<file path="src/design/hmp_pkg.sv">
package hmp_pkg;

   localparam int CAPACITY      = 128;
   localparam int IDX_W         = $clog2(CAPACITY);
   localparam int CNT_W         = IDX_W + 1;
   localparam int KEY_W         = 32;
   localparam int CMD_W         = 2;
   localparam int POS_W         = 7;
   localparam int STATUS_W      = 2;
   localparam int ENTRY_COUNT_W = 8;

   localparam logic signed [KEY_W-1:0] DEL_SENTINEL = 32'sh8000_0001;
   localparam logic signed [KEY_W-1:0] EMPTY_VALUE  = -32'sd1;

   typedef enum logic [CMD_W-1:0] {
      CMD_INSERT  = 2'd0,
      CMD_DELETE  = 2'd1,
      CMD_EXTRACT = 2'd2
   } hmp_cmd_type;

   typedef enum logic [STATUS_W-1:0] {
      STATUS_OK      = 2'd0,
      STATUS_EMPTY   = 2'd1,
      STATUS_FULL    = 2'd2,
      STATUS_BAD_POS = 2'd3
   } hmp_status_type;

   typedef enum logic [3:0] {
      S_IDLE,
      S_UP_READ,
      S_UP_CMP,
      S_EX_READ,
      S_EX_LOAD,
      S_DN_READ,
      S_DN_SEL,
      S_DN_SWAP,
      S_DONE
   } hmp_state_type;

   typedef struct packed {
      logic [CMD_W-1:0]        command;
      logic signed [KEY_W-1:0] key;
      logic [POS_W-1:0]        position;
   } hmp_req_type;

   typedef struct packed {
      logic signed [KEY_W-1:0]   min_value;
      logic [STATUS_W-1:0]       status;
      logic [ENTRY_COUNT_W-1:0]  entry_count;
   } hmp_rsp_type;

   typedef struct packed {
      logic [IDX_W-1:0]        rd_a_addr;
      logic [IDX_W-1:0]        rd_b_addr;
      logic                    wr_en;
      logic [IDX_W-1:0]        wr_addr;
      logic signed [KEY_W-1:0] wr_data;
   } hmp_mem_req_type;

endpackage

</file>
<file path="src/design/hmp_store.sv">
module hmp_store import hmp_pkg::*; (
   input  logic                    clock,
   input  hmp_mem_req_type         mem_req,
   output logic signed [KEY_W-1:0] rd_a,
   output logic signed [KEY_W-1:0] rd_b
);

   logic signed [KEY_W-1:0] mem [CAPACITY];
   logic signed [KEY_W-1:0] rd_a_ff;
   logic signed [KEY_W-1:0] rd_b_ff;

   always_ff @(posedge clock) begin
      if (mem_req.wr_en) begin
         mem[mem_req.wr_addr] <= mem_req.wr_data;
      end
      rd_a_ff <= mem[mem_req.rd_a_addr];
      rd_b_ff <= mem[mem_req.rd_b_addr];
   end

   assign rd_a = rd_a_ff;
   assign rd_b = rd_b_ff;

endmodule

</file>
<file path="config.mk">
export PLATFORM = sky130hd
export DESIGN_NAME = hmp_store
export DESIGN_NICKNAME = d
export VERILOG_FILES = /design/src/design/hmp_pkg.sv /design/src/design/hmp_store.sv
export SDC_FILE = /design/constraint.sdc
export NUM_CORES = 2
export LEC_CHECK = 0
export BUFFER_PORTS_ARGS = -buffer_cell sky130_fd_sc_hd__clkbuf_2
export CORE_ASPECT_RATIO = 1.4
export CORE_MARGIN = 2
export CORE_UTILIZATION = 45
export CTS_BUF_LIST = sky130_fd_sc_hd__clkbuf_2 sky130_fd_sc_hd__clkbuf_4 sky130_fd_sc_hd__clkbuf_8
export CTS_CLUSTER_SIZE = 14
export DETAILED_ROUTE_END_ITERATION = 8
export PLACE_DENSITY = 0.61
export SYNTH_ARGS = -nofsm -noshare
export SYNTH_HDL_FRONTEND = slang
export SYNTH_SLANG_ARGS = --single-unit
</file>
<file path="constraint.sdc">
create_clock -name clock -period 9.8 [get_ports clock]
set_input_delay 0.98 -clock clock [delete_from_list [all_inputs] [get_ports clock]]
set_output_delay 0.98 -clock clock [all_outputs]
set_load 0.05 [all_outputs]
</file>
==> out/metrics.sh <==
POST_CTS_RESIZED=0
SYN-NUM-NETS=7756
SYNTH.TOP_CELLS.BY_AREA='edfxtp_1 (65%), mux4_2 (32%), clkbuf_1 (0.73%)'
CTS_MADE_BUFFERS=631
CRITICAL_PATH.TOP_DELAY_FAMILY='buffers and inverters'
POSTLAYOUTSETUPSLACKWORST_NS=5.65
DP_HPWL_MM=347
NUMBER_OF_GLOBAL_ROUTE_VIAS_BEFORE_REPAIR=103000
PLACE_WS_NS=4.39
POWER.INTERNAL_mW=28.6
CRITPATHMAXSTAGEDELAY_NS=0.62
FINAL.FILL_COUNT=32400
SEQ_AREA_FRAC_SYNTH=0.658
CRITICAL_PATH.REG2REG.STARTPOINT='mem[93][28]'
ENDPOINT_KIND='flip-flop'
SLEW_VIOLATIONS=0
FLOORPLAN.INITIALDENSITY=0.452
DRV_CAP=0
CLK_PIN_SLEW_WORST_PATHS_NS=0.07
WORST_EP_ARRIVAL_TIME_NS=5.14
PLACE_INST=13000
SEQPWRFRAC=0.528
AVGROUTEDWIREPERCELL_UM=45.6
PLACEMENTROWS=281
TRITONCTS='done'
POSTSYNTHCELLCOUNT=7701
CLK_LATENCY_NS=1.15
CRITICAL_PATH_REQUIRED_NS=10.80
HOLD_WS_NS=0.166
SYNTH_LARGEST_AREA_CELL='edfxtp_1'
DIE_H_UM=770
SYNTHESIS.AREA_SQ_MM=0.189
LAYOUT_WORST_PATH_CYCLE_SHARE=0.423
POWER.IR.VDD_WORST_uV=142
ROUTED_VIA_DENSITY=7.07
ACHIEVABLE-FREQUENCY_GHz=0.241
SKEW_NS=0.0752
DRT.ANTENNA.VIOLATING_NETS=0
QUANTITY_OF_HOLD_FIXING_BUFFERS_ADDED_AFTER_CTS=0
TOTAL_SWITCHING_POWER_mW=9.00
HOLD_VIOL=0
TOTAL_NUMBER_OF_VIAS=99900
MIN_FROM='mem_req[8]'
FF_LATCH_AREA_SQ_MM=0.124
GRT_ANTENNA_BEFORE_REPAIR=48
POWERDENSITY_mW_PER_MM2=179
SYNTH_WARNINGS=0
SYN_AVG_CELL_AREA_SQ_UM=24.5
FINAL.SETUP.TNS_NS=0
POSTSYNTHREGISTERBITS=4160
GLOBAL_ROUTE_WIRE_LENGTH_BEFORE_REPAIR_MM=871
WORST_HOLD_PATH_TYPE='in -> reg'
WORSTPATHBUFFERINVERTERCOUNT=4
SLEW_HEADROOM=0.0745
DESIGN.DIE.AREA_SQ_MM=0.425
GRT_SETUP_UNREPAIRED='false'
STATIC_LEAKAGE_nW=63.6
CRITICAL_PATH.MAX_FANOUT=74
CRIT_SLOWEST_CELL='buf_4'
CP_CELL_SEQUENCE='buf_12, buf_12, buf_4, buf_4, mux4_2, mux4_2, mux4_2, mux2_2'
DETAIL_ROUTE.FIRST_PASS.ITERATIONS=5
POST-CTS-SETUP-BUFFERS=0
NUMBER_OF_DISTINCT_LIBRARY_CELLS_AFTER_SYNTHESIS=17
COMB_POWER_SHARE=0.085
SYNTH.TOP_CELL.AREA_SHARE=0.652
CTS_BUFFER_DEPTH=4
FINAL_LAYOUT_SIZE_SUFFIX_GT1_FRAC=0.498
GP_CONGESTION=0.814
SLEW_AT_THE_PIN_CLOSEST_TO_ITS_MAX_SLEW_LIMIT_NS=1.39
POWER_FRAC_CLOCK=0.387
CRITICAL_PATH.MOST_COMMON_CELL='mux4_2'
WORST_SETUP_PATH_START_KIND='input port'
WORSTSETUPPATHTYPE='in -> reg'
SETUP-VIOLATIONS-FINAL=0
WIRELENGTH_MM=644
OVERFLOW=0
IO_PINS=119
LAYOUT.NETS=8166
LARGEST_NET_DEGREE_AT_THE_START_OF_GLOBAL_ROUTING=147
CTSROOTBUFFERMASTER='clkbuf_8'
DESIGN.CORE.AREA_SQ_MM=0.418
AGGREGATE_GLOBAL_ROUTE_RESOURCE_USAGE=0.305
DETAILED_ROUTER_S_FIRST_ITERATION_VIOLATION_COUNT=14300
SW_FRAC_OF_TOTAL=0.240
NON_FILLER_INSTANCES=14100
CHIPWIDTH_UM=551
FIN_CRIT_NS=4.15
CTS_MAX_LEVEL=6
IO_BUFFERS=118
MULTI_INPUT_AREA_SQ_MM=0.0629
SYN_TO_FINAL_GROWTH_PCT=11.2
CRITICAL_PATH.STARTPOINT='mem_req[40]'
STATUS='finished, final reports clean'
CTS_SINKS=4160
DRC=0
power by group through the flow:
stage	Combinational, mW	Clock (mW)	Sequential [mW]
detailed placement	3.21	0	20.2
finish	3.21	14.5	19.8
global route	3.33	15.4	19.8
CTS	3.21	14.7	19.8
global placement	3.18	0	20.2
floorplan	1.85	0	20.2
final cells by class:
type | instances | area share
diodes | 20 | 0.000238
clock buffers | 872 | 0.0512
clock inverters | 240 | 0.00793
multi-input cells | 2922 | 0.300
flip-flops and latches | 4160 | 0.592
well taps | 5518 | 0.0329
repair buffers | 396 | 0.0161
cells by family (layout without fill, tap and decap cells):
family                 count (synthesis)  count (layout)  share of synthesized area
buffers and inverters                619            1508                     0.0134
DFF                                 4160            4160                      0.658
muxes                               2752            2752                      0.325
other                                  0              20                          0
and+or+nand+nor                      170             170                    0.00369
state kept, by name, summed over array words and instances, names as in the netlist:
| register | flops |
|---|---|
| rd_a | 32 |
| mem | 4096 |
| rd_b | 32 |
layout by cell type (no fill, tap or decap), types with 3 or more instances in the layout:
cell,instances
buf_8,6
diode_2,20
buf_4,273
mux4_2,2688
clkinvlp_4,22
buf_12,41
clkinv_2,74
edfxtp_1,4096
dfxtp_1,64
mux2_2,64
clkbuf_2,72
bufinv_16,17
nand4_1,3
nand3_1,12
clkinv_8,5
nor2b_1,7
clkbuf_4,202
clkinv_1,109
inv_6,6
nand2_1,14
inv_8,6
nor2_1,3
nor2_4,119
clkbuf_8,672
nor3_2,9
routing by layer:
layer  vias up  global-route usage  routed length [um]
met5         -                   0                  79
met4        12               0.160               38800
met3      1579              0.0644               64500
met2      6541               0.498              320000
met1     55600               0.385              221000
li1      36200                   -                   -
worst reg2reg max path, stage by stage, from the launching register on:
cell      delay [ns]
edfxtp_1        0.40
mux4_2          0.50
mux4_2          0.61
mux4_2          0.69
mux2_2          0.36
cells in the mapped netlist:
master    instances
buf_1           132
nor2_1          122
nor2b_1           7
buf_2           103
edfxtp_1       4096
clkbuf_1        365
buf_4            17
buf_6             2
nand4_1           3
nand3_1          12
mux4_2         2688
dfxtp_1          64
nor3_1            9
or3_1             1
mux2_2           64
nand2_1          14
nand2b_1          2
final timing paths:
path / end / slack, ns / depth (start not counted)
setup / recovery: rd_b[12] / 5.65 / 8
hold / removal: mem[80][8] / 0.17 / 1
setup reg to reg: rd_a[28] / 7.14 / 4
hold reg to reg: rd_b[30] / 1.13 / 4
metrics by stage:
step / power [mW] / util / instance area [sq um]
finish: 37.6 / 0.502 / 210000
global route: 38.5 / 0.502 / 210000
CTS: 37.7 / 0.502 / 210000
detailed placement: 23.4 / 0.472 / 197000
global placement: 23.4 / 0.472 / 197000
floorplan: 22.1 / - / 189000
Power figures use the tool's default switching activity.
