`src/design/hmp_pkg.sv`:
```
package hmp_pkg;

   localparam int CAPACITY      = 128;
   localparam int IDX_W         = $clog2(CAPACITY);
   localparam int CNT_W         = IDX_W + 1;
   localparam int KEY_W         = 32;
   localparam int CMD_W         = 2;
   localparam int POS_W         = 7;
   localparam int STATUS_W      = 2;
   localparam int ENTRY_COUNT_W = 8;

   localparam logic signed [KEY_W-1:0] DEL_SENTINEL = 32'sh8000_0001;
   localparam logic signed [KEY_W-1:0] EMPTY_VALUE  = -32'sd1;

   typedef enum logic [CMD_W-1:0] {
      CMD_INSERT  = 2'd0,
      CMD_DELETE  = 2'd1,
      CMD_EXTRACT = 2'd2
   } hmp_cmd_type;

   typedef enum logic [STATUS_W-1:0] {
      STATUS_OK      = 2'd0,
      STATUS_EMPTY   = 2'd1,
      STATUS_FULL    = 2'd2,
      STATUS_BAD_POS = 2'd3
   } hmp_status_type;

   typedef enum logic [3:0] {
      S_IDLE,
      S_UP_READ,
      S_UP_CMP,
      S_EX_READ,
      S_EX_LOAD,
      S_DN_READ,
      S_DN_SEL,
      S_DN_SWAP,
      S_DONE
   } hmp_state_type;

   typedef struct packed {
      logic [CMD_W-1:0]        command;
      logic signed [KEY_W-1:0] key;
      logic [POS_W-1:0]        position;
   } hmp_req_type;

   typedef struct packed {
      logic signed [KEY_W-1:0]   min_value;
      logic [STATUS_W-1:0]       status;
      logic [ENTRY_COUNT_W-1:0]  entry_count;
   } hmp_rsp_type;

   typedef struct packed {
      logic [IDX_W-1:0]        rd_a_addr;
      logic [IDX_W-1:0]        rd_b_addr;
      logic                    wr_en;
      logic [IDX_W-1:0]        wr_addr;
      logic signed [KEY_W-1:0] wr_data;
   } hmp_mem_req_type;

endpackage

```
`src/design/hmp_seq.sv`:
```
module hmp_seq import hmp_pkg::*; (
   input  logic                    clock,
   input  logic                    reset,
   input  logic                    start,
   input  hmp_req_type             req,
   output logic                    idle,
   input  logic                    rsp_free,
   output logic                    done,
   output hmp_rsp_type             result,
   output hmp_mem_req_type         mem_req,
   input  logic signed [KEY_W-1:0] rd_a,
   input  logic signed [KEY_W-1:0] rd_b
);

   hmp_state_type           state_ff, state_in;
   logic [CMD_W-1:0]        cmd_ff, cmd_in;
   hmp_status_type          status_ff, status_in;
   logic [CNT_W-1:0]        count_ff, count_in;
   logic [IDX_W-1:0]        idx_ff, idx_in;
   logic [IDX_W-1:0]        child_idx_ff, child_idx_in;
   logic signed [KEY_W-1:0] cur_ff, cur_in;
   logic signed [KEY_W-1:0] top_ff, top_in;
   logic signed [KEY_W-1:0] child_ff, child_in;

   logic signed [KEY_W-1:0] cmp_a;
   logic signed [KEY_W-1:0] cmp_b;
   logic                    lt;
   logic [IDX_W-1:0]        parent;
   logic [CNT_W-1:0]        left;
   logic [CNT_W-1:0]        right;
   logic                    right_valid;
   logic                    sel_right;
   logic                    is_delete;

   assign parent      = IDX_W'((idx_ff - 1'b1) >> 1);
   assign left        = {idx_ff, 1'b1};
   assign right       = left + 1'b1;
   assign right_valid = right < count_ff;
   assign sel_right   = right_valid && lt;
   assign is_delete   = cmd_ff == CMD_DELETE;

   // The single comparator is shared by both sift directions.
   always_comb begin
      cmp_a = cur_ff;
      cmp_b = rd_a;
      unique case (state_ff)
         S_DN_SEL: begin
            cmp_a = rd_b;
            cmp_b = rd_a;
         end
         S_DN_SWAP: begin
            cmp_a = child_ff;
            cmp_b = cur_ff;
         end
         default: begin
            cmp_a = cur_ff;
            cmp_b = rd_a;
         end
      endcase
   end

   assign lt = cmp_a < cmp_b;

   always_comb begin
      state_in = state_ff;
      unique case (state_ff)
         S_IDLE: begin
            if (start) begin
               case (req.command)
                  CMD_INSERT: begin
                     state_in = (count_ff == CNT_W'(CAPACITY)) ? S_DONE : S_UP_READ;
                  end
                  CMD_DELETE: begin
                     state_in = (CNT_W'(req.position) < count_ff) ? S_UP_READ : S_DONE;
                  end
                  CMD_EXTRACT: begin
                     state_in = (count_ff == '0) ? S_DONE : S_EX_READ;
                  end
                  default: begin
                     state_in = S_DONE;
                  end
               endcase
            end
         end
         S_UP_READ: begin
            if (idx_ff == '0) begin
               state_in = is_delete ? S_EX_READ : S_DONE;
            end else begin
               state_in = S_UP_CMP;
            end
         end
         S_UP_CMP: begin
            if (lt) begin
               state_in = S_UP_READ;
            end else begin
               state_in = is_delete ? S_EX_READ : S_DONE;
            end
         end
         S_EX_READ: begin
            state_in = S_EX_LOAD;
         end
         S_EX_LOAD: begin
            state_in = (count_ff == CNT_W'(1)) ? S_DONE : S_DN_READ;
         end
         S_DN_READ: begin
            state_in = (left >= count_ff) ? S_DONE : S_DN_SEL;
         end
         S_DN_SEL: begin
            state_in = S_DN_SWAP;
         end
         S_DN_SWAP: begin
            state_in = lt ? S_DN_READ : S_DONE;
         end
         S_DONE: begin
            state_in = rsp_free ? S_IDLE : S_DONE;
         end
         default: begin
            state_in = S_IDLE;
         end
      endcase
   end

   always_comb begin
      mem_req.rd_a_addr = parent;
      mem_req.rd_b_addr = IDX_W'(right);
      mem_req.wr_en     = 1'b0;
      mem_req.wr_addr   = idx_ff;
      mem_req.wr_data   = cur_ff;
      idle              = 1'b0;
      done              = 1'b0;
      unique case (state_ff)
         S_IDLE: begin
            idle = 1'b1;
         end
         S_UP_READ: begin
            mem_req.rd_a_addr = parent;
            mem_req.wr_en     = idx_ff == '0;
         end
         S_UP_CMP: begin
            mem_req.wr_en   = 1'b1;
            mem_req.wr_data = lt ? rd_a : cur_ff;
         end
         S_EX_READ: begin
            mem_req.rd_a_addr = '0;
            mem_req.rd_b_addr = IDX_W'(count_ff - 1'b1);
         end
         S_DN_READ: begin
            mem_req.rd_a_addr = IDX_W'(left);
            mem_req.rd_b_addr = IDX_W'(right);
            mem_req.wr_en     = left >= count_ff;
         end
         S_DN_SWAP: begin
            mem_req.wr_en   = 1'b1;
            mem_req.wr_data = lt ? child_ff : cur_ff;
         end
         S_DONE: begin
            done = rsp_free;
         end
         default: begin
            idle = 1'b0;
         end
      endcase
   end

   always_comb begin
      cmd_in       = cmd_ff;
      status_in    = status_ff;
      count_in     = count_ff;
      idx_in       = idx_ff;
      child_idx_in = child_idx_ff;
      cur_in       = cur_ff;
      top_in       = top_ff;
      child_in     = child_ff;
      case (state_ff)
         S_IDLE: begin
            if (start) begin
               cmd_in    = req.command;
               status_in = STATUS_OK;
               top_in    = '0;
               case (req.command)
                  CMD_INSERT: begin
                     if (count_ff == CNT_W'(CAPACITY)) begin
                        status_in = STATUS_FULL;
                     end else begin
                        idx_in   = IDX_W'(count_ff);
                        cur_in   = req.key;
                        count_in = count_ff + 1'b1;
                     end
                  end
                  CMD_DELETE: begin
                     if (CNT_W'(req.position) < count_ff) begin
                        idx_in = IDX_W'(req.position);
                        cur_in = DEL_SENTINEL;
                     end else begin
                        status_in = STATUS_BAD_POS;
                     end
                  end
                  CMD_EXTRACT: begin
                     if (count_ff == '0) begin
                        status_in = STATUS_EMPTY;
                        top_in    = EMPTY_VALUE;
                     end
                  end
                  default: begin
                     status_in = STATUS_OK;
                  end
               endcase
            end
         end
         S_UP_CMP: begin
            if (lt) begin
               idx_in = parent;
            end
         end
         S_EX_LOAD: begin
            top_in   = rd_a;
            cur_in   = rd_b;
            count_in = count_ff - 1'b1;
            idx_in   = '0;
         end
         S_DN_SEL: begin
            child_in     = sel_right ? rd_b : rd_a;
            child_idx_in = sel_right ? IDX_W'(right) : IDX_W'(left);
         end
         S_DN_SWAP: begin
            if (lt) begin
               idx_in = child_idx_ff;
            end
         end
         default: begin
            idx_in = idx_ff;
         end
      endcase
   end

   always_ff @(posedge clock) begin
      if (reset) begin
         state_ff <= S_IDLE;
         count_ff <= '0;
      end else begin
         state_ff <= state_in;
         count_ff <= count_in;
      end
   end

   always_ff @(posedge clock) begin
      cmd_ff       <= cmd_in;
      status_ff    <= status_in;
      idx_ff       <= idx_in;
      child_idx_ff <= child_idx_in;
      cur_ff       <= cur_in;
      top_ff       <= top_in;
      child_ff     <= child_in;
   end

   assign result.min_value   = (cmd_ff == CMD_EXTRACT) ? top_ff : '0;
   assign result.status      = status_ff;
   assign result.entry_count = ENTRY_COUNT_W'(count_ff);

endmodule

```
`config.mk`:
```
export PLATFORM = sky130hd
export DESIGN_NAME = hmp_seq
export DESIGN_NICKNAME = d
export VERILOG_FILES = /design/src/design/hmp_pkg.sv /design/src/design/hmp_seq.sv
export SDC_FILE = /design/constraint.sdc
export NUM_CORES = 1
export LEC_CHECK = 0
export ABC_CLOCK_PERIOD_IN_PS = 6800
export BUFFER_PORTS_ARGS = -buffer_cell sky130_fd_sc_hd__buf_2
export CAP_MARGIN = 20
export CORE_MARGIN = 3
export CORE_UTILIZATION = 35
export CTS_CLUSTER_DIAMETER = 80
export DETAILED_ROUTE_END_ITERATION = 6
export SLEW_MARGIN = 20
export SYNTH_ARGS = -nofsm -noshare
export SYNTH_HDL_FRONTEND = slang
export SYNTH_SLANG_ARGS = --single-unit
```
`constraint.sdc`:
```
create_clock -name clock -period 6.8 [get_ports clock]
set_input_delay 0.68 -clock clock [delete_from_list [all_inputs] [get_ports clock]]
set_output_delay 0.68 -clock clock [all_outputs]
set_load 0.02 [all_outputs]
```
==> results of run 1 <==
how the worst max path moves through the flow:
stage / end / slack (ns) / start
2_1_floorplan: cur_ff[0] / 1.06 / count_ff[4]
3_3_place_gp: mem_req[12] / 1.48 / state_ff[0]
3_5_place_dp: child_ff[8] / 1.44 / state_ff[0]
4_1_cts: mem_req[12] / 0.97 / state_ff[0]
5_1_grt: mem_req[31] / 0.67 / state_ff[0]
6_report: mem_req[31] / 1.0 / state_ff[0]
layout make-up:
class	count	area [sq um]	area share [%]
Timing Repair Buffer	223	1179	10.62
Clock buffer	18	429.2	3.867
Multi-Input combinational cell	738	5180	46.68
Clock inverter	14	180.2	1.624
Tap cell	330	412.9	3.721
Sequential cell	126	3667	33.05
Inverter	13	48.80	0.4397
per-layer routing:
metal	share of wire, %	vias up
met4	0.78	2
met2	48	249
met3	6.0	17
li1	-	3912
met1	45	3902
met5	0.041	-
critical path, cell delays in order, from the launching register on:
cell and delay [ns]:
dfxtp_4 0.75, buf_4 0.53, mux2i_1 0.23, o21ai_0 0.10, ha_1 0.39, nand4_1 0.19
nor4_1 0.61, nand3_1 0.15, a2bb2oi_1 0.18, nand3_2 0.33, or2_2 0.71, o2bb2ai_1 0.25
buf_2 0.23
flip-flops by register name, indices dropped and copies added, names as in the netlist:
signal        count
cmd_ff            2
count_ff          8
cur_ff           32
child_idx_ff      7
status_ff         2
top_ff           32
idx_ff            7
child_ff         32
state_ff          4
cells by family after synthesis:
logic type / after synthesis / synth area share, %
compound gates: 244 / 18.42
xor+xnor: 24 / 2.292
fa+ha+maj: 56 / 7.641
buf+inv: 89 / 3.984
flops: 126 / 39.95
mux: 96 / 10.93
simple gates: 318 / 16.78
where the power goes:
part	internal [mW]	switching (mW)
clock network	0.585	0.386
registers	0.947	0.0664
logic	0.294	0.452
cells in the final DEF, fill, tap and decap left out, types with 5 or more instances in the layout:
cell type  Yosys  routed
a21o_1        38      38
a21oi_1       42      42
a22oi_1        9       9
a32oi_1       29      29
and2_1        35      35
buf_2          7     206
buf_4          0      16
clkbuf_16      0      17
dfxtp_1       12      11
edfxtp_1     114     114
ha_1          56      56
inv_1         13      13
inv_6          0       6
mux2_2        29      29
mux2i_1       63      63
nand2_1      123     122
nand2b_1       7       7
nand3_1       45      45
nand4_1        9       9
nor2_1        46      44
nor2b_1        9       7
nor3_1         9       7
nor4_1         7       6
o21ai_0       59      59
o2bb2ai_1     33      33
or2_2          6       6
or3_1          5       5
xnor2_1       18      18
xor2_1         6       6
per-stage QoR:
stage               utilization [%]  instance area, sq um
global route                  43.57                 11100
floorplan                         -                  9170
global placement              41.06                 10460
finish                        43.57                 11100
CTS                           43.45                 11070
detailed placement            41.06                 10460
==> summary.md, run 1 <==
| Metric | Value |
|---|---|
| Port buffer count | `206` |
| CTS tree | `yes` |
| Max IR drop VDD | `127.6 uV` |
| First-pass GRT wire length | `44,880 um` |
| Final hold violation count | `0` |
| WS Path Type | `flip-flop to output pin` |
| DRC | `0` |
| Grt ovf | `0` |
| Most numerous cell in the Yosys netlist | `nand2_1` |
| PD cells | `246.0 mW/mm^2` |
| Number of filler instances in the final layout | `2,494` |
| Cell area after synthesis | `0.009170 sq mm` |
| Post-Synthesis Cells | `953` |
| List of most frequent post-synthesis cells | `nand2_1, edfxtp_1, mux2i_1` |
| DRT antenna net count | `0` |
| Max Clock Skew | `0.01216 ns` |
| RD Place Congestion | `0.8558` |
| Antenna violations before repair | `1` |
| Register bit total from synthesis | `126` |
| CTS Buf Count | `17` |
| Area contributors post-synth | `edfxtp_1, ha_1, mux2i_1` |
| Startpoint class of the critical path | `flip-flop` |
| Setup WS post-layout | `0.9985 ns` |
| Clock Path Buffers | `2` |
| Drt wl/cell | `19.90 um` |
| Area delta synth->final | `21.01%` |
| Critical Path Sink Type | `output pin` |
| Io pins | `207` |
| N_diodes | `0` |
| Total number of vias | `8,082` |
| Measured slew at the worst slew-check pin | `1.045 ns` |
| Die ar. | `0.02818 sq mm` |
| Period minus WS final | `5.801 ns` |
| Cell taking the most area after synthesis | `edfxtp_1` |
| Met1 Track Usage GR | `27.30%` |
| Setup TNS | `0 ns` |
| Hold Startpoint | `child_idx_ff[6]` |
| GRT Total Usage | `20.04%` |
| End of the worst hold path | `idx_ff[6]` |
| Dpl cells | `1,429` |
| Relative slew slack | `30.33%` |
| Post-synthesis sequential area ratio | `39.95%` |
| Total power | `2.730 mW` |
| Status | `complete, no violations` |
| Syn Area/Cell | `9.622 sq um` |
| Clock-pin slew on the worst setup and hold paths | `0.07 ns` |
| Max-capacitance violation count | `0` |
| Hold buffers post-CTS | `0` |
| DR vias/cell | `5.528` |
| Worst skew pair latency | `0.42 ns` |
| Vias in the first global route | `7,873` |
| Hold Slack | `0.5201 ns` |
| Main synth FF type | `edfxtp_1` |
| R2R cell count | `12` |
| Distinct cell type count after synthesis | `61` |
| Critical path required time | `6.12 ns` |
| Count of final setup violators | `0` |
| Core area | `0.02547 sq mm` |
| Tcrit/Tclk final | `85.32%` |
| Dpl ws | `1.442 ns` |
| Nets | `1,284` |
| Die X | `167.9 um` |
| Initial core utilization | `36.00%` |
| DRT Pass-1 Iters | `5` |
| Critical path peak fanout | `43` |
| Detail Placement HPWL | `20,250 um` |
| Initial DRC Count | `537` |
| Std cell rows | `58` |
| Ys async rst share | `0%` |
| Worst Hold Depth | `2` |
| Crit Reg-Reg Startpoint | `state_ff[0]` |
| Most used routing layer | `met2` |
| Pin count of the biggest net entering global routing | `66` |
| Layout cells sized above 1 | `26.77%` |
| Worst hold path class | `flip-flop to flip-flop` |
| RSZ-0062 raised after global routing | `false` |
| Lkg Pwr | `4.893 nW` |
| Synth top area share | `37.33%` |
| Cell at the root of the clock tree | `clkbuf_16` |
| Global routing usage on met3 | `3.052%` |
| Fin cells | `1,462` |
| Met2 Use GR | `34.12%` |
| Mapped Nets | `1,118` |
| Die Y | `167.9 um` |
| Number of synthesized flops with an enable pin | `114` |
| Reg2Reg Setup Slack | `1.89 ns` |
| H-tree depth | `4` |
| WL final | `29,090 um` |
| Slew Limit Fails | `0` |
| Max frequency | `172.4 MHz` |
| Clock Sinks | `126` |
| Setup Fix Bufs, Post-CTS | `0` |
| FF-to-FF End | `idx_ff[1]` |
| Critical path arrival | `5.12 ns` |
| Synth warn | `0` |
| Cells resized by post-CTS repair | `0` |
(Power assumes the default switching activity.)
==> inputs of run 2 (changes only) <==
Settings changed: CORE_MARGIN 3 to unset, REMOVE_ABC_BUFFERS set to 1, SETUP_SLACK_MARGIN set to 0.02.
==> run 2 against run 1 <==
Compared with the run above: cell count is essentially flat; die area shrank 4.7%; clock skew is essentially flat; clock-buffer cell count shrank 1; fmax grew 1.1%; sequential power is essentially flat; largest cell class unchanged; highest routed layer unchanged.
==> summary.md, run 2 (same netlist as run 1, synthesis figures left out) <==
| Metric | Value |
|---|---|
| Initial DRC Count | `662 (+23%)` |
| Setup Fix Bufs, Post-CTS | `0 (unchanged)` |
| WS Path Type | `flip-flop to output pin` |
| Leading cell type in the layout, fill and taps excluded | `buf_2` |
| Fin cells | `1,461 (-0.068%)` |
| Antenna violations before repair | `3 (+2)` |
| Dpl cells | `1,428 (-0.070%)` |
| RSZ-0062 raised after global routing | `false` |
| Count of final setup violators | `0 (unchanged)` |
| Lkg Pwr | `4.869 nW (-0.50%)` |
| Max IR drop VDD | `109.8 uV (-14%)` |
| Startpoint class of the critical path | `flip-flop` |
| First-pass GRT wire length | `44,340 um (-1.2%)` |
| Clock Sinks | `126 (unchanged)` |
| Pin count of the biggest net entering global routing | `66 (unchanged)` |
| Area delta synth->final | `20.55%` |
| Clock power share | `34.4% (-1.2 points)` |
| Registers with the most flip-flops | `child_ff x32, cur_ff x32, top_ff x32` |
| PD cells | `242.6 mW/mm^2 (-1.4%)` |
| Slew Limit Fails | `0 (unchanged)` |
| DRT antenna net count | `0 (unchanged)` |
| Cells resized by post-CTS repair | `0 (unchanged)` |
| Setup TNS | `0 ns (unchanged)` |
| Io pins | `207 (unchanged)` |
| Cell at the root of the clock tree | `clkbuf_16` |
| Max frequency | `174.3 MHz (+1.1%)` |
| Commonest non-fill, non-tap cells in the layout | `buf_2, nand2_1, edfxtp_1` |
| Max Clock Skew | `0.01240 ns (+0.0002423 ns)` |
| Initial core utilization | `36.00% (unchanged)` |
| Hold Slack | `0.5293 ns (+0.009222 ns)` |
| Die Y | `163.9 um (-2.4%)` |
| Critical path peak fanout | `54 (+26%)` |
| P_sw | `0.8967 mW (-0.83%)` |
| Period minus WS final | `5.736 ns (-0.06501 ns)` |
| GRT Total Usage | `21.81% (+1.8 points)` |
| CTS tree | `yes` |
| Critical Path Sink Type | `output pin` |
| Layout cells sized above 1 | `26.99% (+0.22 points)` |
| Clock-pin slew on the worst setup and hold paths | `0.06 ns (about the same)` |
| DRT Pass-1 Iters | `6 (+1)` |
| Post-layout util | `43.40% (-0.17 points)` |
| Detail Placement HPWL | `20,400 um (+0.73%)` |
| Tcrit/Tclk final | `84.36% (-0.96 points)` |
| DR vias/cell | `5.584 (+1.0%)` |
| Die ar. | `0.02685 sq mm (-4.7%)` |
| Port buffer count | `206 (unchanged)` |
| Grt ovf | `0 (unchanged)` |
| Comb pwr share | `27.6% (+0.3 points)` |
| Measured slew at the worst slew-check pin | `1.040 ns (-0.004630 ns)` |
| Seq pwr share | `38.0% (+0.9 points)` |
| RD Place Congestion | `0.8232 (-3.8%)` |
| DRC | `0 (unchanged)` |
| Status | `complete, no violations` |
| Vias in the first global route | `7,656 (-2.8%)` |
| Max-capacitance violation count | `0 (unchanged)` |
| Hold buffers post-CTS | `0 (unchanged)` |
| Relative slew slack | `30.48% (+0.14 points)` |
| Std cell rows | `58 (unchanged)` |
| Core area | `0.02547 sq mm (unchanged)` |
| Final hold violation count | `0 (unchanged)` |
| Nets | `1,282 (-0.16%)` |
| Critical path arrival | `5.06 ns (-0.06 ns)` |
| Sw Share | `33.43% (+0.31 points)` |
| H-tree depth | `4 (unchanged)` |
| WL final | `29,380 um (+0.99%)` |
| Drt wl/cell | `20.11 um (+1.1%)` |
| Worst hold path class | `input port to flip-flop` |
| Worst skew pair latency | `0.42 ns (about the same)` |
| CTS Buf Count | `17 (unchanged)` |
| Clock Path Buffers | `2 (unchanged)` |
| Total number of vias | `8,158 (+0.94%)` |
| Die X | `163.9 um (-2.4%)` |
| Cell Int Power | `1.785 mW (-2.2%)` |
| Critical path required time | `6.12 ns (about the same)` |
run 2: stage by stage:
stage                     worst slack (ns)  area [sq um]  power, mW
after global routing                0.7708         11050      2.808
after floorplan                    -0.6506          8853      1.501
after global placement               1.620         10460      1.762
final                                1.064         11050      2.682
after CTS                            1.060         11050      2.694
after detailed placement             1.475         10460      1.771
run 2: critical path, cell delays in order (launching register included):
cell and delay (ns):
dfxtp_4 0.82, nand2_2 0.52, buf_4 0.41, mux2i_1 0.15, ha_1 0.19, a21oi_1 0.15, o21ai_1 0.07, o221a_2 0.29
or4_1 0.49, nand3_2 0.10, buf_4 0.26, or2_2 0.75, o2bb2ai_1 0.20, buf_2 0.19
run 2: path summary, 6_finish.rpt:
| path | startpoint | to | slack, ns | depth (start not counted) |
|---|---|---|---|---|
| hold / removal | req[39] | cmd_ff[0] | 0.53 | 1 |
| setup reg to reg | state_ff[0] | child_ff[6] | 1.70 | 13 |
| setup / recovery | state_ff[0] | mem_req[30] | 1.06 | 13 |
| hold reg to reg | child_idx_ff[4] | idx_ff[4] | 0.54 | 2 |
run 2: final cells by class:
class | instances | area [sq um]
well taps | 330 | 412.9
inverters | 13 | 48.80
clock buffers | 17 | 425.4
repair buffers | 221 | 1144
clock inverters | 15 | 161.4
flip-flops and latches | 126 | 3667
multi-input cells | 738 | 5192
diodes | 1 | 2.502
fillers | 2521 | 14420
run 2: power by group through the flow:
| stage | Sequential [mW] | Combinational [mW] | Clock (mW) |
|---|---|---|---|
| finish | 1.02 | 0.740 | 0.922 |
| global route | 1.03 | 0.810 | 0.970 |
| CTS | 1.02 | 0.741 | 0.935 |
| detailed placement | 1.03 | 0.737 | 0 |
| global placement | 1.03 | 0.728 | 0 |
| floorplan | 1.03 | 0.473 | 0 |
run 2: routing by layer:
layer	part of all wire, %	GRT usage, %	up-vias
li1	-	-	3905
met1	45	30.07	3904
met2	46	34.73	322
met3	6.6	4.242	25
met4	1.7	5.850	2
met5	0.044	0	-
==> inputs of run 3 (changes only) <==
Settings changed: ABC_CLOCK_PERIOD_IN_PS 6800 to 5400.
Clock period 6.8 ns to 5.4 ns, I/O delays scaled along.
==> run 3 against run 2 <==
Compared with the run above: the flow now finishes with violations (DRC); non-clock buffer count rose by 4; clock-buffer cell count is the same; worst hold slack worse by 0.14 ns; clock skew is 0.00098 ns lower; setup slack worse by 0.64 ns; sequential share of layout area decreased by 0.086 points; cell area rose by 0.26%; critical path depth unchanged; critical path type unchanged.
==> summary.md, run 3 (same netlist as run 1, synthesis figures left out) <==
| Metric | Value |
|---|---|
| First-pass GRT wire length | `45,220 um (+2.0%)` |
| Leading cell type in the layout, fill and taps excluded | `buf_2` |
| FF-to-FF End | `child_ff[11]` |
| Setup WS post-layout | `0.4282 ns (-0.6354 ns)` |
| Cell at the root of the clock tree | `clkbuf_16` |
| Max frequency | `201.1 MHz` |
| Total number of vias | `8,207 (+0.60%)` |
| Vias in the first global route | `7,743 (+1.1%)` |
| Worst skew pair latency | `0.42 ns (about the same)` |
| Relative slew slack | `22.79% (-7.7 points)` |
| Max IR drop VDD | `178.9 uV (+63%)` |
| Nets | `1,286 (+0.31%)` |
| Pin count of the biggest net entering global routing | `46 (-30%)` |
| Count of final setup violators | `0 (unchanged)` |
| Critical path required time | `4.86 ns (-1.26 ns)` |
| Worst hold path class | `input port to flip-flop` |
| Post-layout util | `43.51% (+0.11 points)` |
| DRC | `18 (+18)` |
| Critical Path Sink Type | `output pin` |
| Cell Int Power | `2.249 mW (+26%)` |
| Clock Sinks | `126 (unchanged)` |
| Critical path peak fanout | `33 (-39%)` |
| CTS tree | `yes` |
| Period minus WS final | `4.972 ns` |
| Critical Path Start | `state_ff[3]` |
| Seq pwr share | `37.1% (-0.9 points)` |
| Grt ovf | `0 (unchanged)` |
| Detail Placement HPWL | `20,490 um (+0.44%)` |
| Initial DRC Count | `765 (+16%)` |
| Std cell rows | `58 (unchanged)` |
| GRT Total Usage | `22.24% (+0.43 points)` |
| Sw Share | `33.81% (+0.38 points)` |
| WL final | `30,030 um (+2.2%)` |
| Io pins | `207 (unchanged)` |
| Hold Startpoint | `req[39]` |
| Die X | `163.9 um (unchanged)` |
| Layout cells sized above 1 | `27.10% (+0.11 points)` |
| Lkg Pwr | `4.888 nW (+0.39%)` |
| DR vias/cell | `5.606 (+0.39%)` |
| Registers with the most flip-flops | `child_ff x32, cur_ff x32, top_ff x32` |
| Critical path arrival | `4.43 ns (-0.63 ns)` |
| Clock power share | `34.5% (about the same)` |
| Initial core utilization | `36.00% (unchanged)` |
| Slew Limit Fails | `0 (unchanged)` |
| Port buffer count | `206 (unchanged)` |
| H-tree depth | `4 (unchanged)` |
| Final hold violation count | `0 (unchanged)` |
| Status | `finished, violations left` |
| R2R cell count | `14 (+1)` |
| Dpl ws | `0.7037 ns (-0.7715 ns)` |
| RD Place Congestion | `0.8362 (+1.6%)` |
| Failing checks | `DRC` |
| Max-capacitance violation count | `0 (unchanged)` |
| Total power | `3.398 mW (+27%)` |
| Commonest non-fill, non-tap cells in the layout | `buf_2, nand2_1, edfxtp_1` |
| DRT Pass-1 Iters | `7 (+1)` |
| Setup Fix Bufs, Post-CTS | `0 (unchanged)` |
| CTS Buf Count | `17 (unchanged)` |
| Drt wl/cell | `20.51 um (+2.0%)` |
| Measured slew at the worst slew-check pin | `1.156 ns (+0.1155 ns)` |
| Antenna violations before repair | `2 (-1)` |
| Max Clock Skew | `0.01142 ns (-0.0009785 ns)` |
| Comb pwr share | `28.4% (+0.8 points)` |
| Area delta synth->final | `20.86%` |
| PD cells | `306.6 mW/mm^2 (+26%)` |
| Die Y | `163.9 um (unchanged)` |
| Core area | `0.02547 sq mm (unchanged)` |
| Worst Hold Depth | `1 (unchanged)` |
| P_sw | `1.149 mW (+28%)` |
| Startpoint class of the critical path | `flip-flop` |
| WS Path Type | `flip-flop to output pin` |
| Die ar. | `0.02685 sq mm (unchanged)` |
| Clock-pin slew on the worst setup and hold paths | `0.06 ns (about the same)` |
| Crit Reg-Reg Startpoint | `state_ff[3]` |
| Clock Path Buffers | `2 (unchanged)` |
| Hold buffers post-CTS | `0 (unchanged)` |
| Tcrit/Tclk final | `92.07%` |
| Reg2Reg Setup Slack | `0.71 ns (-0.99 ns)` |
| Worst setup path end | `mem_req[7]` |
| RSZ-0062 raised after global routing | `false` |
| DRT antenna net count | `0 (unchanged)` |
==> run 3: cell count changes in the layout (fill, tap and decap cells not counted), sizes merged <==
cell / before / now
buf: 221 / 225
clkinv: 3 / 4
clkinvlp: 4 / 2
==> run 3: power groups by stage <==
stage	sequential, mW	combinational (mW)	clock [mW]
final	1.26	0.966	1.17
after global routing	1.27	1.05	1.22
after CTS	1.26	0.964	1.19
after detailed placement	1.28	0.958	0
after global placement	1.28	0.949	0
after floorplan	1.29	0.596	0
==> run 3: metrics by stage <==
stage          hold WS (ns)  instances  setup TNS, ns  cell area, sq um
3_3_place_gp         0.5111       1432              0             10500
5_1_grt              0.4046       1464              0             11080
6_report             0.3871       1464              0             11080
2_1_floorplan        0.4963        877        -256.61              8853
4_1_cts              0.3768       1463              0             11080
3_5_place_dp         0.5217       1432              0             10500
==> run 3: how the worst min path moves through the flow <==
stage	end	slack [ns]
after floorplan	idx_ff[6]	0.50
after global placement	idx_ff[6]	0.51
after detailed placement	idx_ff[6]	0.52
after CTS	cmd_ff[0]	0.38
after global routing	cur_ff[17]	0.40
final	cmd_ff[0]	0.39
==> run 3: critical path, stage by stage (launching register included) <==
cell and delay (ns):
dfxtp_1 0.59, and3b_2 0.28, nand2_2 0.40, buf_4 0.25
mux2i_1 0.24, ha_1 0.28, a21oi_1 0.13, o21ai_1 0.08
o221a_2 0.30, or4_1 0.49, nand3_2 0.11, or2_4 0.48
o2bb2ai_1 0.18, buf_2 0.19
==> run 3: repair_timing <==
item	CTS	global route
endpoints found under the setup margin	0	32
endpoints found under the hold margin	0	0
gates resized for setup	0	1
==> run 3: cell type report <==
cell class                 instances  area (sq um)
fill                            2499         14390
multi-input combinational        738          5185
sequential                       126          3667
timing repair buffer             225          1186
clock buffer                      17         425.4
tap                              330         412.9
clock inverter                    14         155.1
inverter                          13         48.80
antenna                            1         2.502
==> run 3: layer usage <==
layer | track usage [%] | vias to the layer above | routed length (um)
li1 | - | 3911 | -
met1 | 30.62 | 3963 | 13710
met2 | 36.09 | 301 | 14080
met3 | 3.712 | 30 | 1916
met4 | 5.598 | 2 | 308
met5 | 0 | - | 13
